==> src/rtl/alr_pkg.sv <==
package alr_pkg;

  localparam int CoordW     = 17;
  localparam int PixW       = 14;
  localparam int AlphaW     = 8;
  localparam int CfgW       = 12;
  localparam int SlopeW     = 18;
  localparam int InterceptW = 34;

  localparam logic OP_LOAD = 1'b0;
  localparam logic OP_STEP = 1'b1;

  // Configuration register indexes.
  localparam logic [1:0] CFG_WIDTH  = 2'd0;
  localparam logic [1:0] CFG_HEIGHT = 2'd1;
  localparam logic [1:0] CFG_ALPHA  = 2'd2;

  // One queued item, already classified as load or step.
  typedef struct packed {
    logic                     is_load;
    logic signed [CoordW-1:0] x0;
    logic signed [CoordW-1:0] y0;
    logic signed [CoordW-1:0] x1;
    logic signed [CoordW-1:0] y1;
  } item_t;

  // One column pair as it leaves the block.
  typedef struct packed {
    logic [PixW-1:0]   pix_x;
    logic [PixW-1:0]   pix_y;
    logic [AlphaW-1:0] alpha_near;
    logic [AlphaW-1:0] alpha_far;
    logic              steep;
    logic              valid_res;
    logic              last;
  } res_t;

endpackage

==> src/rtl/alr_front.sv <==
module alr_front (
  input  logic           clk_i,
  input  logic           rst_ni,
  input  logic           push_i,
  input  logic           opcode_i,
  input  logic [16:0]    start_x_i,
  input  logic [16:0]    start_y_i,
  input  logic [16:0]    end_x_i,
  input  logic [16:0]    end_y_i,
  output logic           full_o,
  output logic           valid_o,
  input  logic           pop_i,
  output alr_pkg::item_t item_o
);
  import alr_pkg::*;

  item_t       mem_q [2];
  item_t       item_in;
  logic        wr_ptr_q, rd_ptr_q;
  logic [1:0]  cnt_q;

  // Classify the incoming item; coordinates only matter for a load.
  always_comb begin
    item_in.is_load = (opcode_i == OP_LOAD);
    item_in.x0      = start_x_i;
    item_in.y0      = start_y_i;
    item_in.x1      = end_x_i;
    item_in.y1      = end_y_i;
  end

  assign full_o  = (cnt_q == 2'd2);
  assign valid_o = (cnt_q != 2'd0);
  assign item_o  = mem_q[rd_ptr_q];

  always_ff @(posedge clk_i) begin
    if (push_i) begin
      mem_q[wr_ptr_q] <= item_in;
    end
  end

  always_ff @(posedge clk_i or negedge rst_ni) begin
    if (!rst_ni) begin
      wr_ptr_q <= 1'b0;
      rd_ptr_q <= 1'b0;
      cnt_q    <= 2'd0;
    end else begin
      if (push_i) wr_ptr_q <= ~wr_ptr_q;
      if (pop_i)  rd_ptr_q <= ~rd_ptr_q;
      if (push_i && !pop_i)      cnt_q <= cnt_q + 2'd1;
      else if (pop_i && !push_i) cnt_q <= cnt_q - 2'd1;
    end
  end

endmodule

==> src/rtl/alr_back.sv <==
module alr_back (
  input  logic           clk_i,
  input  logic           rst_ni,
  input  logic           valid_i,
  input  alr_pkg::item_t item_i,
  output logic           ready_o,
  input  logic [11:0]    width_i,
  input  logic [11:0]    height_i,
  input  logic [7:0]     alpha_i,
  output logic           done_o,
  output alr_pkg::res_t  res_o
);
  import alr_pkg::*;

  typedef enum logic [3:0] {
    B_IDLE = 4'b0001,
    B_PREP = 4'b0010,
    B_DIV  = 4'b0100,
    B_FIN  = 4'b1000
  } bstate_e;

  typedef enum logic [3:0] {
    PH_IDLE   = 4'b0001,
    PH_FIRST  = 4'b0010,
    PH_SECOND = 4'b0100,
    PH_BODY   = 4'b1000
  } phase_e;

  bstate_e bstate_q, bstate_d;
  phase_e  phase_q, phase_d;
  logic    steep_q, steep_d;
  logic signed [PixW-1:0]       column_q, column_d, end_col_q, end_col_d;
  logic signed [PixW-1:0]       row1_q, row1_d, row2_q, row2_d;
  logic [15:0]                  al1_q, al1_d, al2_q, al2_d;
  logic signed [InterceptW-1:0] intercept_q, intercept_d;
  logic signed [SlopeW-1:0]     slope_q, slope_d;
  logic signed [CoordW-1:0]     sx0_q, sx0_d, sy0_q, sy0_d, sx1_q, sx1_d, sy1_q, sy1_d;
  logic [17:0]                  dx_q, dx_d, ady_q, ady_d;
  logic                         neg_q, neg_d, zero_dx_q, zero_dx_d;
  logic [8:0]                   c1n_q, c1n_d, c1f_q, c1f_d, c2n_q, c2n_d, c2f_q, c2f_d;
  logic [17:0]                  rem_q, rem_d;
  logic                         q16_q, q16_d;
  logic [15:0]                  quo_q, quo_d;
  logic [3:0]                   cnt_q, cnt_d;
  res_t                         res_q, res_d;
  logic                         done_q, done_d;

  // Load sorting signals.
  logic signed [17:0] x0e, y0e, x1e, y1e, wr, hb, dxs, dys, a0, b0, a1, b1, dmaj, dmin;
  logic [17:0]        adx, ady;
  logic               cull, steep_c, swap;
  // End coverage and divider signals.
  logic [4:0]  gap1, gap2, yf1, yf2;
  logic [18:0] rem_sh;
  logic        ge;
  logic [16:0] mag;
  logic signed [SlopeW-1:0] slope_c;
  // Column step signals.
  logic        last_c;
  logic [16:0] fr_inv;
  logic [24:0] an_p, af_p;
  logic signed [PixW-1:0] major, minor;
  logic [15:0] alphas;

  assign ready_o = (bstate_q == B_IDLE);
  assign done_o  = done_q;
  assign res_o   = res_q;

  always_comb begin
    x0e = $signed({item_i.x0[16], item_i.x0});
    y0e = $signed({item_i.y0[16], item_i.y0});
    x1e = $signed({item_i.x1[16], item_i.x1});
    y1e = $signed({item_i.y1[16], item_i.y1});
    wr  = $signed({2'b00, width_i, 4'b0000});
    hb  = $signed({2'b00, height_i, 4'b0000});
    cull = (x0e < 0 && x1e < 0) || (x0e > wr && x1e > wr) ||
           (y0e < 0 && y1e < 0) || (y0e > hb && y1e > hb);
    dxs = x1e - x0e;
    dys = y1e - y0e;
    adx = dxs[17] ? 18'(-dxs) : 18'(dxs);
    ady = dys[17] ? 18'(-dys) : 18'(dys);
    steep_c = ady > adx;
    a0 = steep_c ? y0e : x0e;
    b0 = steep_c ? x0e : y0e;
    a1 = steep_c ? y1e : x1e;
    b1 = steep_c ? x1e : y1e;
    swap = a0 > a1;
    dmaj = swap ? a0 - a1 : a1 - a0;
    dmin = swap ? b0 - b1 : b1 - b0;

    gap1 = 5'd16 - {1'b0, sx0_q[3:0] + 4'd8};
    gap2 = {1'b0, sx1_q[3:0] + 4'd8};
    yf1  = {1'b0, sy0_q[3:0]};
    yf2  = {1'b0, sy1_q[3:0]};

    rem_sh = {rem_q, 1'b0};
    ge     = rem_sh >= {1'b0, dx_q};
    mag    = {q16_q, quo_q};
    slope_c = zero_dx_q ? SlopeW'(18'sd65536) :
              (neg_q ? -$signed({1'b0, mag}) : $signed({1'b0, mag}));

    last_c = !(($signed({column_q[13], column_q}) + 15'sd1) <
               $signed({end_col_q[13], end_col_q}));
    fr_inv = 17'h10000 - {1'b0, intercept_q[15:0]};
    an_p   = 25'(alpha_i * fr_inv);
    af_p   = 25'(alpha_i * intercept_q[15:0]);
  end

  always_comb begin
    bstate_d = bstate_q;   phase_d = phase_q;   steep_d = steep_q;
    column_d = column_q;   end_col_d = end_col_q;
    row1_d = row1_q;       row2_d = row2_q;      al1_d = al1_q;   al2_d = al2_q;
    intercept_d = intercept_q;  slope_d = slope_q;
    sx0_d = sx0_q;  sy0_d = sy0_q;  sx1_d = sx1_q;  sy1_d = sy1_q;
    dx_d = dx_q;    ady_d = ady_q;  neg_d = neg_q;  zero_dx_d = zero_dx_q;
    c1n_d = c1n_q;  c1f_d = c1f_q;  c2n_d = c2n_q;  c2f_d = c2f_q;
    rem_d = rem_q;  q16_d = q16_q;  quo_d = quo_q;  cnt_d = cnt_q;
    res_d = res_q;  done_d = 1'b0;
    major = '0;     minor = '0;     alphas = '0;

    case (bstate_q)
      B_IDLE: begin
        if (valid_i && item_i.is_load) begin
          if (cull) begin
            phase_d = PH_IDLE;
          end else begin
            steep_d   = steep_c;
            sx0_d     = CoordW'(swap ? a1 : a0);
            sy0_d     = CoordW'(swap ? b1 : b0);
            sx1_d     = CoordW'(swap ? a0 : a1);
            sy1_d     = CoordW'(swap ? b0 : b1);
            dx_d      = 18'(dmaj);
            ady_d     = dmin[17] ? 18'(-dmin) : 18'(dmin);
            neg_d     = dmin[17];
            zero_dx_d = (dmaj == 0);
            bstate_d  = B_PREP;
          end
        end else if (valid_i) begin
          done_d = 1'b1;
          case (phase_q)
            PH_FIRST: begin
              major = column_q;  minor = row1_q;  alphas = al1_q;
              res_d = '{pix_x: steep_q ? minor : major, pix_y: steep_q ? major : minor,
                        alpha_near: alphas[15:8], alpha_far: alphas[7:0],
                        steep: steep_q, valid_res: 1'b1, last: 1'b0};
              phase_d = PH_SECOND;
            end
            PH_SECOND: begin
              major = end_col_q;  minor = row2_q;  alphas = al2_q;
              res_d = '{pix_x: steep_q ? minor : major, pix_y: steep_q ? major : minor,
                        alpha_near: alphas[15:8], alpha_far: alphas[7:0],
                        steep: steep_q, valid_res: 1'b1, last: last_c};
              if (last_c) begin
                phase_d = PH_IDLE;
              end else begin
                column_d = column_q + 14'sd1;
                phase_d  = PH_BODY;
              end
            end
            PH_BODY: begin
              major  = column_q;
              minor  = intercept_q[29:16];
              alphas = {an_p[23:16], af_p[23:16]};
              res_d = '{pix_x: steep_q ? minor : major, pix_y: steep_q ? major : minor,
                        alpha_near: alphas[15:8], alpha_far: alphas[7:0],
                        steep: steep_q, valid_res: 1'b1, last: last_c};
              intercept_d = intercept_q + InterceptW'(slope_q);
              column_d    = column_q + 14'sd1;
              if (last_c) phase_d = PH_IDLE;
            end
            default: begin
              res_d = '{pix_x: '0, pix_y: '0, alpha_near: '0, alpha_far: '0,
                        steep: 1'b0, valid_res: 1'b0, last: 1'b1};
            end
          endcase
        end
      end
      B_PREP: begin
        c1n_d     = 9'((5'd16 - yf1) * gap1);
        c1f_d     = 9'(yf1 * gap1);
        c2n_d     = 9'((5'd16 - yf2) * gap2);
        c2f_d     = 9'(yf2 * gap2);
        row1_d    = PixW'(sy0_q >>> 4);
        row2_d    = PixW'(sy1_q >>> 4);
        column_d  = PixW'(sx0_q >>> 4);
        end_col_d = PixW'(sx1_q >>> 4);
        // The minor extent never exceeds the major one, so the top quotient
        // bit is set only when they are equal.
        q16_d    = (ady_q >= dx_q);
        rem_d    = (ady_q >= dx_q) ? ady_q - dx_q : ady_q;
        cnt_d    = 4'd0;
        bstate_d = B_DIV;
      end
      B_DIV: begin
        rem_d = ge ? 18'(rem_sh - {1'b0, dx_q}) : 18'(rem_sh);
        quo_d = {quo_q[14:0], ge};
        cnt_d = cnt_q + 4'd1;
        if (cnt_q == 4'd15) bstate_d = B_FIN;
      end
      B_FIN: begin
        slope_d     = slope_c;
        intercept_d = $signed({{5{sy0_q[16]}}, sy0_q, 12'b0}) + InterceptW'(slope_c);
        al1_d = {8'(17'(alpha_i * c1n_q) >> 8), 8'(17'(alpha_i * c1f_q) >> 8)};
        al2_d = {8'(17'(alpha_i * c2n_q) >> 8), 8'(17'(alpha_i * c2f_q) >> 8)};
        phase_d  = PH_FIRST;
        bstate_d = B_IDLE;
      end
      default: bstate_d = B_IDLE;
    endcase
  end

  always_ff @(posedge clk_i or negedge rst_ni) begin
    if (!rst_ni) begin
      bstate_q <= B_IDLE;
      phase_q  <= PH_IDLE;
      steep_q  <= 1'b0;
      done_q   <= 1'b0;
      cnt_q    <= 4'd0;
    end else begin
      bstate_q <= bstate_d;
      phase_q  <= phase_d;
      steep_q  <= steep_d;
      done_q   <= done_d;
      cnt_q    <= cnt_d;
    end
  end

  always_ff @(posedge clk_i) begin
    column_q <= column_d;  end_col_q <= end_col_d;
    row1_q <= row1_d;      row2_q <= row2_d;
    al1_q <= al1_d;        al2_q <= al2_d;
    intercept_q <= intercept_d;  slope_q <= slope_d;
    sx0_q <= sx0_d;  sy0_q <= sy0_d;  sx1_q <= sx1_d;  sy1_q <= sy1_d;
    dx_q <= dx_d;    ady_q <= ady_d;  neg_q <= neg_d;  zero_dx_q <= zero_dx_d;
    c1n_q <= c1n_d;  c1f_q <= c1f_d;  c2n_q <= c2n_d;  c2f_q <= c2f_d;
    rem_q <= rem_d;  q16_q <= q16_d;  quo_q <= quo_d;
    res_q <= res_d;
  end

endmodule

==> src/rtl/antialiased_line_rasterizer_top.sv <==
// Step item: queued, then its result is registered and strobed on done_o; one step per cycle
// sustained while no load is in setup. Load item: no result; the back end sets up through prep,
// one-bit-per-cycle slope division and finish. Steps queued behind a load wait for it to finish.
// busy_o rises only when the two-entry item queue is full. Results cannot be stalled.
// Reset (asynchronous, active low) empties the queue, idles the line engine and loads
// window 800 x 600 and draw alpha 255.
module antialiased_line_rasterizer_top (
  input  logic        clk_i,
  input  logic        rst_ni,
  input  logic        start_i,
  output logic        busy_o,
  input  logic        opcode_i,
  input  logic [16:0] start_x_i,
  input  logic [16:0] start_y_i,
  input  logic [16:0] end_x_i,
  input  logic [16:0] end_y_i,
  input  logic        cfg_we_i,
  input  logic [1:0]  cfg_idx_i,
  input  logic [11:0] cfg_data_i,
  output logic        done_o,
  output logic [13:0] pix_x_o,
  output logic [13:0] pix_y_o,
  output logic [7:0]  alpha_near_o,
  output logic [7:0]  alpha_far_o,
  output logic        steep_o,
  output logic        valid_res_o,
  output logic        last_o
);
  import alr_pkg::*;

  logic [CfgW-1:0]   width_q, height_q;
  logic [AlphaW-1:0] alpha_q;
  logic              push, full, q_valid, back_ready, pop;
  item_t             q_item;
  res_t              res;

  // Writes are registered; an index beyond the list is ignored.
  always_ff @(posedge clk_i or negedge rst_ni) begin
    if (!rst_ni) begin
      width_q  <= 12'd800;
      height_q <= 12'd600;
      alpha_q  <= 8'd255;
    end else if (cfg_we_i) begin
      case (cfg_idx_i)
        CFG_WIDTH:  width_q  <= cfg_data_i;
        CFG_HEIGHT: height_q <= cfg_data_i;
        CFG_ALPHA:  alpha_q  <= cfg_data_i[7:0];
        default:    ;
      endcase
    end
  end

  // An item is taken whenever the queue has room, so the front end keeps
  // accepting while the back end grinds through a load.
  assign busy_o = full;
  assign push   = start_i && !full;
  assign pop    = q_valid && back_ready;

  alr_front u_front (
    .clk_i     (clk_i),
    .rst_ni    (rst_ni),
    .push_i    (push),
    .opcode_i  (opcode_i),
    .start_x_i (start_x_i),
    .start_y_i (start_y_i),
    .end_x_i   (end_x_i),
    .end_y_i   (end_y_i),
    .full_o    (full),
    .valid_o   (q_valid),
    .pop_i     (pop),
    .item_o    (q_item)
  );

  // The back end sorts and culls a load, computes end coverage, divides for
  // the slope, then emits one column pair per step item.
  alr_back u_back (
    .clk_i    (clk_i),
    .rst_ni   (rst_ni),
    .valid_i  (q_valid),
    .item_i   (q_item),
    .ready_o  (back_ready),
    .width_i  (width_q),
    .height_i (height_q),
    .alpha_i  (alpha_q),
    .done_o   (done_o),
    .res_o    (res)
  );

  assign pix_x_o      = res.pix_x;
  assign pix_y_o      = res.pix_y;
  assign alpha_near_o = res.alpha_near;
  assign alpha_far_o  = res.alpha_far;
  assign steep_o      = res.steep;
  assign valid_res_o  = res.valid_res;
  assign last_o       = res.last;

endmodule

==> config.mk <==
export PLATFORM = sky130hd
export DESIGN_NAME = antialiased_line_rasterizer_top
export DESIGN_NICKNAME = d
export VERILOG_FILES = /design/src/rtl/alr_pkg.sv /design/src/rtl/alr_front.sv /design/src/rtl/alr_back.sv /design/src/rtl/antialiased_line_rasterizer_top.sv
export SDC_FILE = /design/constraint.sdc
export NUM_CORES = 2
export LEC_CHECK = 0
export BUFFER_PORTS_ARGS = -buffer_cell sky130_fd_sc_hd__buf_4
export CORE_MARGIN = 2
export CORE_UTILIZATION = 30
export CTS_BUF_LIST = sky130_fd_sc_hd__clkbuf_4 sky130_fd_sc_hd__clkbuf_8
export CTS_CLUSTER_SIZE = 40
export DETAILED_ROUTE_END_ITERATION = 6
export SYNTH_ARGS = -nofsm -noshare
export SYNTH_HDL_FRONTEND = slang
export SYNTH_SLANG_ARGS = --single-unit
==> constraint.sdc <==
create_clock -name clk_i -period 30.1 [get_ports clk_i]
set_clock_uncertainty 0.15 [all_clocks]
set_input_delay 1.505 -clock clk_i [delete_from_list [all_inputs] [get_ports clk_i]]
set_output_delay 1.505 -clock clk_i [all_outputs]
set_load 0.03 [all_outputs]
==> summary.md <==
| Metric | Value |
|---|---|
| Outcome | finished with violations |
| Violations in the final reports | design-rule violations |
| Post-CTS resize count | 0 |
| Initial Util | 0.302 |
| Port Buf Inserts | 135 |
| Grt total ovfl | 0 |
| I/O pins | 136 |
| Worst Path Required | 30480 ps |
| Core area | 167000 sq um |
| Slew @ Worst Pin | 1210 ps |
| CP max stage cell | o32ai_4 |
| Final Cycle Share | 0.455 |
| Synth warn | 0 |
| Post-synth net total | 6150 |
| Setup Fix Bufs, Post-CTS | 0 |
| Total track usage | 0.163 |
| Crit path launch | u_front.rd_ptr_q |
| GP Congestion | 0.945 |
| Post-Route WL | 140000 um |
| Fin. Hold Viols | 0 |
| Dominant cells by area after synthesis | edfxtp_1 29%, fa_1 14%, ha_1 13%, inv_1 4.9%, nand2_1 4.2% |
| Detailed-router iteration count before antenna repair | 7 |
| CTS HTree Levels | 3 |
| Global-route wire length before repair | 219000 um |
| R2R cell count | 41 |
| 1st-iter DRT viols | 2478 |
| Number of synthesized flops with an enable pin | 492 |
| Relative slew slack | 0.187 |
| CTS tree | yes |
| Commonest non-fill, non-tap cell in the layout | inv_1 |
| R2R setup slack | 16400 ps |
| Fraction of registers with async set/reset | 0.0923 |
| Routed vias/inst | 4.88 |
| Maxcap violations | 0 |
| Final slew viol count | 0 |
| RR Startpoint | u_front.rd_ptr_q |
| Num rows | 150 |
| Terminus of the critical flop-to-flop path | u_back.ady_q[16] |
| Min Tclk post-route | 13700 ps |
| Total Negative Setup Slacks | 0 ps |
| # fillers | 17079 |
| Layout area overhead | 11.3% |
| Leading area contributor after synthesis | edfxtp_1 |
| Hold Crit Start | u_back.sx1_q[7] |
| CTS buffer count | 101 |
| CP max stage delay | 870 ps |
| Post-Syn Area per Cell | 9.77 sq um |
| Layout cell share with drive strength beyond 1 | 0.0893 |
| Via count | 36889 |
| Crit path DAT | 14080 ps |
| RSZ-0062 raised after global routing | no |
| Post-route ant nets | 0 |
| Hold Buf Count CTS | 0 |
| Full die area | 171000 sq um |
| Seq cells post-synth | 542 |
| Worst-Skew Late Latency | 840 ps |
| Hold Path Depth | 0 |
| Sequential share of the synthesized area | 0.318 |
| Setup violations, final | 0 |
| Initial antenna violation count | 7 |
| CP Launch Type | flip-flop |
| Hold EP | u_back.end_col_q[3] |
| Max FO, Critical Path | 71 |
| Synthesized instance count | 5164 |
| Die width | 414 um |
| Clock root cell | clkbuf_8 |
| Total clock sinks | 542 |
| Largest net degree at the start of global routing | 72 |
| DR DRC count | 5 |
| WL/cell | 18.5 um |
| Detail Placement HPWL | 110000 um |
| Number of library cell types mapped by synthesis | 92 |
| Kind of end point of the critical path | flip-flop |
| Hold Crit Class | flip-flop to flip-flop |
| Fin nets | 6252 |
| Top cell by count, worst path | o21ai_0 |
| FMAX | 73.0 MHz |
| Top FF cell, synth | edfxtp_1 |
| Vias in the first global route | 37708 |
| Die height | 414 um |
| Syn Std Cell Area | 50500 sq um |
| WS Path Type | flip-flop to flip-flop |
| Commonest non-fill, non-tap cells in the layout | 663 x inv_1, 569 x nand2_1, 539 x ha_1, 492 x edfxtp_1, 360 x fa_1 |
| Fraction of synthesized cell area taken by the top area cell type | 0.293 |
| Largest buffer count on any clock path | 3 |
| Clock-pin slew on the worst setup and hold paths | 60 ps |
## through the flow
stage	hold slack, ps	area [sq um]	utilization	setup WS (ps)	cells
6_report	260	56200	0.336	16400	7562
5_1_grt	275	56200	0.336	15330	7560
4_1_cts	260	56200	0.336	16500	7558
3_5_place_dp	255	53900	0.323	16540	7367
3_3_place_gp	254	53900	0.323	16700	7367
2_1_floorplan	250	50500	-	18910	5164
## metal layers
metal / up-vias / global-route usage / wire length, um / part of all wire
met5: - / 0 / 30 / 0.00021
met4: 4 / 0.0631 / 5440 / 0.039
met3: 216 / 0.0217 / 6020 / 0.043
met2: 800 / 0.277 / 67000 / 0.48
met1: 18079 / 0.210 / 61700 / 0.44
li1: 17790 / - / - / -
## state kept, by name (all words and copies together) (netlist names), 14 cells and up
signal	count
u_back.ady_q	18
u_back.sx1_q	17
u_back.intercept_q	30
u_back.res_o	47
u_back.sy0_q	17
u_back.column_q	14
u_back.quo_q	16
u_front.mem_q	138
u_back.sy1_q	17
u_back.sx0_q	17
u_back.rem_q	18
u_back.al1_q	16
u_back.al2_q	16
u_back.dx_q	18
u_back.slope_q	18
## Yosys cell counts (36+ instances only)
cell type	number
nor2_1	307
and2_1	290
inv_1	664
clkbuf_1	152
nor3_1	61
o21ai_0	277
nor2b_1	54
xnor2_1	165
xor2_1	116
a21o_1	107
mux2_2	57
a21oi_1	199
a211oi_1	36
nand2_1	569
ha_1	539
nand3_1	53
mux2i_1	88
fa_1	360
edfxtp_1	492
## critical path, delay by kind of cell, from the launching register on
| kind | cells | cell delay (ps) |
|---|---|---|
| XOR/XNOR | 3 | 660 |
| AND/OR/NAND/NOR | 12 | 3400 |
| AO/OA/AOI/OAI | 16 | 4330 |
| adder cells (fa/ha/maj) | 4 | 1230 |
| multiplexers | 2 | 750 |
| buffers and inverters | 4 | 2170 |
| flip-flops | 1 | 630 |
## area by class of cell
type / instances / area [sq um] / area share
tap: 2204 / 2760 / 0.0491
inverter: 668 / 2510 / 0.0447
multi-input combinational: 3777 / 31300 / 0.557
sequential: 542 / 16100 / 0.286
timing repair buffer: 176 / 1320 / 0.0235
antenna: 4 / 10.0 / 0.000178
clock buffer: 136 / 1680 / 0.0299
clock inverter: 55 / 564 / 0.0100
## cell families after synthesis
kind of cell	count (synthesis)	share of synthesized area
buf+inv	845	0.0634
flops	542	0.318
fa+ha+maj	902	0.277
mux	147	0.0309
xor+xnor	282	0.0491
simple gates	1539	0.147
compound gates	907	0.114
## worst max path at each step
stage,endpoint,cells past startpoint,slack (ps)
after floorplan,u_back.ady_q[16],45,18910
after global placement,u_back.ady_q[16],41,16700
after detailed placement,u_back.ady_q[16],41,16540
after CTS,u_back.ady_q[16],41,16500
after global routing,u_back.ady_q[16],40,15330
final,u_back.ady_q[16],41,16400
Power is not shown: default switching activity piles up to over one toggle a cycle in this logic, so the estimate is an artifact.
